$ cat src/rss_pkg.sv
// ----------------------------------------------------------------------------
// rss_pkg
// Shared types for the record selection sort: the stored record and the
// command and status groups between controller and datapath.
// ----------------------------------------------------------------------------
`default_nettype none

package rss_pkg;

   localparam int KEY_W = 16;
   localparam int ABS_W = 10;
   localparam int TAG_W = 8;

   typedef struct packed {
      logic [KEY_W-1:0] key;
      logic [ABS_W-1:0] absences;
      logic [TAG_W-1:0] tag;
   } rec_type;

   // controller to datapath
   typedef struct packed {
      logic load_en;    // store the incoming request at the write address
      logic rd_en;      // read the store at the read address
      logic rd_head;    // that read starts a pass: it seeds the running record
      logic emit;       // move the running record to the output register
      logic emit_last;  // the emitted record closes the sorted run
   } cmd_type;

   // datapath to controller
   typedef struct packed {
      logic slot_free;  // output register can take a record this cycle
   } status_type;

endpackage

`default_nettype wire

$ cat src/rss_dpath.sv
// ----------------------------------------------------------------------------
// rss_dpath
// Record store, running record of the current pass with its compare and
// exchange, and the output register.
// ----------------------------------------------------------------------------
`default_nettype none

module rss_dpath #(
   parameter int MAX_RECORDS = 32,
   parameter int AW          = $clog2(MAX_RECORDS)
) (
   input  wire                          clock,
   input  wire                          reset,
   input  wire rss_pkg::cmd_type        cmd,
   input  wire [AW-1:0]                 wr_addr,
   input  wire [AW-1:0]                 rd_addr,
   output rss_pkg::status_type          status,
   input  wire [rss_pkg::KEY_W-1:0]     req_sort_key,
   input  wire [rss_pkg::ABS_W-1:0]     req_absences,
   input  wire [rss_pkg::TAG_W-1:0]     req_record_tag,
   output logic                         rsp_valid,
   input  wire                          rsp_stall,
   output logic [rss_pkg::KEY_W-1:0]    rsp_out_key,
   output logic [rss_pkg::ABS_W-1:0]    rsp_out_absences,
   output logic [rss_pkg::TAG_W-1:0]    rsp_out_tag,
   output logic                         rsp_out_last
);
   import rss_pkg::*;

   rec_type         store_ff [MAX_RECORDS];
   rec_type         rdata_ff;
   logic            rd_valid_ff;
   logic            rd_head_ff;
   logic [AW-1:0]   rd_addr_ff;
   rec_type         cur_ff;
   rec_type         cur_in;
   logic            swap;
   logic            mem_we;
   logic [AW-1:0]   mem_waddr;
   rec_type         mem_wdata;
   logic            out_valid_ff;
   logic            out_valid_in;
   rec_type         out_rec_ff;
   logic            out_last_ff;
   logic            slot_free;

   // exchange rule: later record wins when running key <= its key
   assign swap = rd_valid_ff && !rd_head_ff && (cur_ff.key <= rdata_ff.key);

   always_comb begin
      cur_in = cur_ff;
      if (rd_valid_ff && (rd_head_ff || swap)) begin
         cur_in = rdata_ff;
      end
   end

   always_comb begin
      mem_we    = 1'b0;
      mem_waddr = wr_addr;
      mem_wdata = '{key: req_sort_key, absences: req_absences, tag: req_record_tag};
      if (cmd.load_en) begin
         mem_we = 1'b1;
      end else if (swap) begin
         // the displaced running record takes the slot just read
         mem_we    = 1'b1;
         mem_waddr = rd_addr_ff;
         mem_wdata = cur_ff;
      end
   end

   always_ff @(posedge clock) begin
      if (mem_we) begin
         store_ff[mem_waddr] <= mem_wdata;
      end
      if (cmd.rd_en) begin
         rdata_ff   <= store_ff[rd_addr];
         rd_addr_ff <= rd_addr;
      end
   end

   assign slot_free        = !out_valid_ff || !rsp_stall;
   assign status.slot_free = slot_free;

   always_comb begin
      out_valid_in = out_valid_ff;
      if (cmd.emit) begin
         out_valid_in = 1'b1;
      end else if (!rsp_stall) begin
         out_valid_in = 1'b0;
      end
   end

   always_ff @(posedge clock) begin
      if (reset) begin
         rd_valid_ff  <= 1'b0;
         rd_head_ff   <= 1'b0;
         out_valid_ff <= 1'b0;
      end else begin
         rd_valid_ff  <= cmd.rd_en;
         rd_head_ff   <= cmd.rd_head;
         out_valid_ff <= out_valid_in;
      end
   end

   always_ff @(posedge clock) begin
      cur_ff <= cur_in;
      if (cmd.emit) begin
         out_rec_ff  <= cur_in;
         out_last_ff <= cmd.emit_last;
      end
   end

   assign rsp_valid        = out_valid_ff;
   assign rsp_out_key      = out_rec_ff.key;
   assign rsp_out_absences = out_rec_ff.absences;
   assign rsp_out_tag      = out_rec_ff.tag;
   assign rsp_out_last     = out_last_ff;

endmodule

`default_nettype wire

$ cat src/rss_ctrl.sv
// ----------------------------------------------------------------------------
// rss_ctrl
// Sequencer: counts stored records, then walks the sort passes and issues
// store reads and output moves to the datapath.
// ----------------------------------------------------------------------------
`default_nettype none

module rss_ctrl #(
   parameter int MAX_RECORDS = 32,
   parameter int AW          = $clog2(MAX_RECORDS)
) (
   input  wire                     clock,
   input  wire                     reset,
   input  wire                     req_valid,
   input  wire                     req_final_item,
   output logic                    req_stall,
   output rss_pkg::cmd_type        cmd,
   output logic [AW-1:0]           wr_addr,
   output logic [AW-1:0]           rd_addr,
   input  wire rss_pkg::status_type status
);
   import rss_pkg::*;

   localparam int CW = $clog2(MAX_RECORDS + 1);

   typedef enum logic [1:0] {
      ST_IDLE,
      ST_LOAD,
      ST_SCAN,
      ST_EMIT
   } state_type;

   state_type       state_ff, state_in;
   logic [CW-1:0]   count_ff, count_in;
   logic [CW-1:0]   i_ff, i_in;
   logic [CW-1:0]   j_ff, j_in;
   logic            last_pass;

   assign last_pass = (i_ff + CW'(1)) == count_ff;

   always_comb begin
      state_in  = state_ff;
      count_in  = count_ff;
      i_in      = i_ff;
      j_in      = j_ff;
      cmd       = '0;
      wr_addr   = count_ff[AW-1:0];
      rd_addr   = i_ff[AW-1:0];
      req_stall = (state_ff != ST_IDLE);
      case (state_ff)
         ST_IDLE: begin
            if (req_valid) begin
               // records past capacity are dropped
               if (count_ff < CW'(MAX_RECORDS)) begin
                  cmd.load_en = 1'b1;
                  count_in    = count_ff + CW'(1);
               end
               if (req_final_item) begin
                  i_in     = '0;
                  state_in = ST_LOAD;
               end
            end
         end
         ST_LOAD: begin
            cmd.rd_en   = 1'b1;
            cmd.rd_head = 1'b1;
            j_in        = i_ff + CW'(1);
            state_in    = ST_SCAN;
         end
         ST_SCAN: begin
            if (j_ff < count_ff) begin
               cmd.rd_en = 1'b1;
               rd_addr   = j_ff[AW-1:0];
               j_in      = j_ff + CW'(1);
            end else begin
               state_in = ST_EMIT;
            end
         end
         ST_EMIT: begin
            if (status.slot_free) begin
               cmd.emit      = 1'b1;
               cmd.emit_last = last_pass;
               if (last_pass) begin
                  count_in = '0;
                  state_in = ST_IDLE;
               end else begin
                  i_in     = i_ff + CW'(1);
                  state_in = ST_LOAD;
               end
            end
         end
         default: begin
            state_in = ST_IDLE;
         end
      endcase
   end

   always_ff @(posedge clock) begin
      if (reset) begin
         state_ff <= ST_IDLE;
         count_ff <= '0;
         i_ff     <= '0;
         j_ff     <= '0;
      end else begin
         state_ff <= state_in;
         count_ff <= count_in;
         i_ff     <= i_in;
         j_ff     <= j_in;
      end
   end

endmodule

`default_nettype wire

$ cat src/record_selection_sort_desc.sv
// ----------------------------------------------------------------------------
// record_selection_sort_desc
// Collects records and returns them sorted by descending key.
// ----------------------------------------------------------------------------
// Each request carries one record; up to MAX_RECORDS are kept and later
// ones are dropped. A request with req_final_item set closes the set: the
// block then stalls requests and sorts with a selection pass per output
// position, one compare of a running record against one store entry per
// cycle, limited by the single read port of the record store. Pass i emits
// record i as soon as it ends and the output register can take it. Equal
// keys: a later record displaces the running one, so of equal keys the last
// in scan order comes first in each pass. rsp_out_last marks the final
// record; the store then empties and new requests are taken while that
// last result may still wait in the output register.
// ----------------------------------------------------------------------------
`default_nettype none

module record_selection_sort_desc #(
   parameter int MAX_RECORDS = 32
) (
   input  wire                          clock,
   input  wire                          reset,
   input  wire                          req_valid,
   output logic                         req_stall,
   input  wire [rss_pkg::KEY_W-1:0]     req_sort_key,
   input  wire [rss_pkg::ABS_W-1:0]     req_absences,
   input  wire [rss_pkg::TAG_W-1:0]     req_record_tag,
   input  wire                          req_final_item,
   output logic                         rsp_valid,
   input  wire                          rsp_stall,
   output logic [rss_pkg::KEY_W-1:0]    rsp_out_key,
   output logic [rss_pkg::ABS_W-1:0]    rsp_out_absences,
   output logic [rss_pkg::TAG_W-1:0]    rsp_out_tag,
   output logic                         rsp_out_last
);
   import rss_pkg::*;

   localparam int AW = $clog2(MAX_RECORDS);

   cmd_type      cmd;
   status_type   status;
   logic [AW-1:0] wr_addr;
   logic [AW-1:0] rd_addr;

   rss_ctrl #(
      .MAX_RECORDS (MAX_RECORDS),
      .AW          (AW)
   ) u_ctrl (
      .clock          (clock),
      .reset          (reset),
      .req_valid      (req_valid),
      .req_final_item (req_final_item),
      .req_stall      (req_stall),
      .cmd            (cmd),
      .wr_addr        (wr_addr),
      .rd_addr        (rd_addr),
      .status         (status)
   );

   rss_dpath #(
      .MAX_RECORDS (MAX_RECORDS),
      .AW          (AW)
   ) u_dpath (
      .clock            (clock),
      .reset            (reset),
      .cmd              (cmd),
      .wr_addr          (wr_addr),
      .rd_addr          (rd_addr),
      .status           (status),
      .req_sort_key     (req_sort_key),
      .req_absences     (req_absences),
      .req_record_tag   (req_record_tag),
      .rsp_valid        (rsp_valid),
      .rsp_stall        (rsp_stall),
      .rsp_out_key      (rsp_out_key),
      .rsp_out_absences (rsp_out_absences),
      .rsp_out_tag      (rsp_out_tag),
      .rsp_out_last     (rsp_out_last)
   );

endmodule

`default_nettype wire

$ cat config.mk
export PLATFORM = sky130hd
export DESIGN_NAME = record_selection_sort_desc
export DESIGN_NICKNAME = d
export VERILOG_FILES = /design/src/rss_pkg.sv /design/src/rss_dpath.sv /design/src/rss_ctrl.sv /design/src/record_selection_sort_desc.sv
export SDC_FILE = /design/constraint.sdc
export NUM_CORES = 2
export LEC_CHECK = 0
export BUFFER_PORTS_ARGS = -buffer_cell sky130_fd_sc_hd__buf_4
export CAP_MARGIN = 20
export CORE_MARGIN = 8
export CORE_UTILIZATION = 60
export CTS_CLUSTER_SIZE = 14
export DETAILED_ROUTE_END_ITERATION = 12
export PLACE_DENSITY = 0.76
export SKIP_CTS_REPAIR_TIMING = 1
export SYNTH_ARGS = -nofsm -noshare
export SYNTH_HDL_FRONTEND = slang
export SYNTH_SLANG_ARGS = --single-unit
export TNS_END_PERCENT = 1
$ cat constraint.sdc
create_clock -name clock -period 11.7 [get_ports clock]
set_clock_uncertainty 0.2 [all_clocks]
set_input_delay 3.51 -clock clock [delete_from_list [all_inputs] [get_ports clock]]
set_output_delay 3.51 -clock clock [all_outputs]
set_load 0.01 [all_outputs]
; ---- After elaboration in Yosys (flattened, before gate mapping)
; Memory sizes are Yosys's and may differ from the RTL's. A register that Yosys moved wholly into a read port is not among the register bits.
; Cells that the tools add are included.
[word_totals]
out_inout_bits = 37
memories = 1
ramBits = 1088
reg_bits = 97
wordCells = 91
[memory_table]
columns = name, words, width, read_ports, rd_clocked_by_memory_dff, wr, line
row1 = u_dpath.store_ff, 32, 34, 1, 1, 1, rss_dpath.sv:30  ; rec_type store_ff [MAX_RECORDS];
[op_classes]
order_cmp = 3
reduce_logical = 17
n_eq_ne = 13
add_sub_neg = 3
mux = 39
[ops]
columns = cell, n
row1 = $mux 34, 3
row2 = $mux 6, 9
row3 = $pmux 6 s2, 3
row4 = $mux 5, 4
row5 = $add 6x1->6 const B, 3
row6 = $le 16x16->1, 1
row7 = $mux 1, 12
row8 = $mux 2, 6
row9 = $ne 2x2->1 const B, 5
row10 = $reduce_and 5->1, 2
row11 = $ne 2x1->1 const B, 4
row12 = $pmux 2 s4, 1
row13 = $eq 6x6->1, 1
row14 = $lt 6x6->1, 1
row15 = $lt 6x6->1 const B, 1
row16 = $reduce_bool 2->1, 3
row17 = $eq 2x2->1 const B, 2
row18 = $reduce_and 2->1, 2
row19 = $reduce_and 4->1, 1
row20 = $logic_and 1x1->1, 3
row21 = $logic_not 1->1, 3
row22 = $eq 2x1->1 const B, 1
row23 = $logic_not 2->1, 1
row24 = $logic_or 1x1->1, 2
row25 = $pmux 1 s2, 1

; ---- Depth between registers and ports, before layout
[logic_depth]
depth_word = 7
ltp_mapped = 13
mapped_depth_nobuf = 11

; ---- By module
; Synthesis repeated with hierarchy kept, for this count alone.
[hier_totals]
hier_cells = 2067
area_unflattened_um2 = 47331.6
[by_module_without_submodules]
columns = mod, seq_area_each_um2, instances, area_each_um2, cells_per_inst
row1 = rss_dpath, 35634.2, 1, 45770.1, 1878
row2 = rss_ctrl, 400.4, 1, 1561.5, 189

; ---- Worst setup path before layout
; OpenSTA, ideal clock, no wires.
[synth_timing]
path_type = in2reg
from = in req_valid
to = mem u_dpath.store_ff[16][0] in the netlist's numbering, enable pin
setup_time_ns = 0.437
arrival_time_ns = 6.325
required_ns = 11.063
setup_slack_ns = 4.738
path_stages = 6
path_cell_list = nand3_1 -> nand3b_1 -> clkbuf_1 -> clkbuf_1 -> o2111ai_1 -> a21oi_1
[synth_via]
elab_chain_len = 5
elab_cells_between_ends = 6
[synth_rtl]
columns = element, line
row1 = from (decl), record_selection_sort_desc.sv:23  ; input wire req_valid,
row2 = $mux 1 *, rss_ctrl.sv:52  ; if (req_valid) begin
row3 = $mux 1 *, rss_ctrl.sv:50  ; case (state_ff)
row4 = $mux 1, rss_dpath.sv:61  ; if (cmd.load_en) begin
row5 = $mux 1, rss_dpath.sv:72  ; if (mem_we) begin
row6 = $mux 1 (implied by the code), rss_dpath.sv:73  ; store_ff[mem_waddr] <= mem_wdata;
row7 = to (decl), rss_dpath.sv:30
; Every way passes the cells marked *; elsewhere a longest branch is shown, timed or not.

; ---- Worst setup path in the final report
[layout_timing]
from = in req_valid
to = mem u_dpath.store_ff[21][6] in the netlist's numbering, enable pin
; The elaborated chain is that of the path after synthesis.

==> qor.yml <==
route:
  dr_total_vias: 29662
  drt_iter0_drc: 4490
  wirelength_um: 128900
  wl_per_cell_um: 28.48
  drc: 0
  drt_first_pass_iters: 8
  antenna_left: 0
  via_per_inst: 6.554
setup_path:
  timing.critical_path.cells: "buf_4, nand3_1, nand3b_1, nor3b_1, a21oi_2, a21oi_4, buf_4"
  crit_path_max_incr_delay_ns: 0.95
  r2r-end: "u_dpath.rdata_ff[27]"
  worstPathRequired_ns: 11.82
  worst_path_most_repeated_cell: "buf_4"
  startpoint: "req_valid"
  rr_startpoint: "u_ctrl.count_ff[3]"
  path_class: "input port to register"
  cp.buffers_inverters: 2
  cp_top_family: "simple AND/OR/NAND/NOR gates"
  cp.depth: 7
  r2r_cells: 13
  ff2ff_setup_slack_ns: 5.81
  crit_fanout: 21
  critical_path_arrival_ns: 6.88
  crit_path_end_kind: "register"
  endpoint: "u_dpath.store_ff[21][6]"
  cp-start-kind: "input port"
  slowest_stage: "a21oi_4"
grt:
  grt_max_degree: 157
  grt_antenna_before_repair: 1
  grt_usage_pct: 28.10
  grt_overflow: 0
  grt_pass1_vias: 28749
  grt_pass1_wl_um: 185800
min_path:
  hold_class: "register to register"
layout:
  num-nets-final: 3447
  final_layout_size_suffix_gt1_share_pct: 13.01
  area_growth_pct: 12.13
  final_cells: 4526
logic_synthesis:
  synth-seq-cells: 1219
  synth.avg_cell_area_um2: 14.46
  synth_area_leaders: "edfxtp_1 73%, nand2_1 5.7%, mux2i_1 2.9%, a32oi_1 2.5%, dfxtp_1 2.4%"
  syn_nets: 3370
  synth_ff_type: "edfxtp_1"
  ys_types: 62
  async_flop_share_pct: 0
  netlist_area_um2: 47750
  yosys.area.top_type: "edfxtp_1"
  synth.most_common_cell: "edfxtp_1"
  synth_top_area_share_pct: 73.07
  yosysWarnings: 0
  synth.top_cells.by_count: "1162 x edfxtp_1, 721 x nand2_1, 204 x nand3_1"
  netlist_instances: 3302
  synth_edf_count: 1162
  synth.yosys.seq_area_share_pct: 75.46
timing:
  maxSlewHeadroom_pct: 22.22
  fin_crit_sh_pct: 57.81
  hold_violations: 0
  fin_setup_tns_ns: 0
  rsz0062_at_grt: "no"
  fmaxAchievable_mhz: 147.9
  tightest_slew_ns: 1.167
  setup_violations: 0
  fin_crit_ns: 6.764
  slew_violations: 0
pwr:
  p_leak_uw: 0.01852
  worst_ir_drop_vdd_mv: 0.1298
  power_per_cell_area_nw_per_um2: 185.5
cts:
  h-tree-depth: 3
  clk_pin_slew_ns: 0.06
  clock_path_buffers: 3
  insertion_delay_ns: 0.68
  cts_made_buffers: 112
  cts_root_buf: "clkbuf_16"
  cts.sinks: 1219
  cts_tree: "done"
floorplan:
  start_util_pct: 60.54
  die_area_um2: 88870
  die_w_um: 298.1
  die_y_um: 298.1
  rows: 103
  io_pins: 76
  core_area_um2: 78870
job:
  drv_cap: 0
placement:
  hpwl_um: 65090
  place_congestion: 0.8055
  dp.cells: 4312
  numPortBuffers: 75
run_status:
  outcome: "finished, final reports clean"
-- report_power, final --
group          internal (µW)  total [µW]  switching (µW)
Clock                   2120        3670            1540
Sequential              5100        5220             118
Combinational            321        1040             722
Total                   7550        9930            2380
-- per-stage QoR --
stage | setup slack [ns] | total power [µW] | cell area, µm² | hold slack, ns | utilization [%]
2_1_floorplan | 4.738 | 5910 | 47750 | 0.2627 | -
3_3_place_gp | 4.513 | 6268 | 49800 | 0.2680 | 63.14
3_5_place_dp | 4.454 | 6321 | 49800 | 0.2735 | 63.14
4_1_cts | 5.099 | 9920 | 53500 | 0.2981 | 67.83
5_1_grt | 4.842 | 10190 | 53540 | 0.3180 | 67.88
6_report | 4.936 | 9931 | 53540 | 0.2956 | 67.89
-- logic make-up (layout without fill, tap and decap cells) --
family,count (synthesis),in the layout,share of synthesized area (%)
simple gates,1287,1287,11.53
fa+ha+maj,29,29,0.7599
compound gates,318,318,4.871
mux,228,228,5.075
other cells,0,2,0
flops,1219,1219,75.46
buf+inv,209,381,1.994
xor+xnor,12,12,0.3066
-- cell type report --
class                           count  area [µm²]
Antenna cell                        2       5.005
Clock buffer                      156        3123
Clock inverter                     53       571.8
Fill cell                        5075       25330
Inverter                           32       127.6
Multi-Input combinational cell   1874       11290
Sequential cell                  1219       36030
Tap cell                         1050        1314
Timing Repair Buffer              140        1081
-- routing by layer --
metal / vias to the layer above / track usage, % / share of wire (%)
met5: - / 0 / 0
met3: 350 / 6.454 / 12
met1: 14620 / 38.06 / 37
met2: 2121 / 43.97 / 46
met4: 0 / 11.90 / 4.4
li1: 12571 / - / -
-- placed cells by master, fill, tap and decap left out, types with 57 or more instances in the layout --
cell type and n:
a32oi_1 138, buf_4 136, clkbuf_16 116, dfxtp_1 57, edfxtp_1 1162, mux2_2 89, mux2i_1 135, nand2_1 721
nand3_1 204, nand4_1 73, nor2_1 198, o21ai_0 63
-- flip-flops by register name (all words and copies together) (netlist names) --
register                  flops
u_ctrl.count_ff               6
u_ctrl.i_ff                   6
u_ctrl.j_ff                   6
u_ctrl.state_ff               2
u_dpath.cur_ff               34
u_dpath.rd_addr_ff            5
u_dpath.rd_head_ff            1
u_dpath.rd_valid_ff           1
u_dpath.rdata_ff             34
u_dpath.rsp_out_absences     10
u_dpath.rsp_out_key          16
u_dpath.rsp_out_last          1
u_dpath.rsp_out_tag           8
u_dpath.rsp_valid             1
u_dpath.store_ff           1088
-- worst min-delay path by stage --
stage / startpoint / to / slack (ns) / cells past startpoint
floorplan: u_dpath.rdata_ff[10] / u_dpath.cur_ff[10] / 0.26 / 1
CTS: u_dpath.rdata_ff[1] / u_dpath.cur_ff[1] / 0.30 / 1
global route: u_dpath.rdata_ff[1] / u_dpath.cur_ff[1] / 0.32 / 1
detailed placement: u_dpath.rdata_ff[13] / u_dpath.cur_ff[13] / 0.27 / 1
finish: u_dpath.rdata_ff[1] / u_dpath.cur_ff[1] / 0.30 / 1
global placement: u_dpath.rdata_ff[14] / u_dpath.cur_ff[14] / 0.27 / 1
Note: power is estimated with default switching activity, not from simulation.
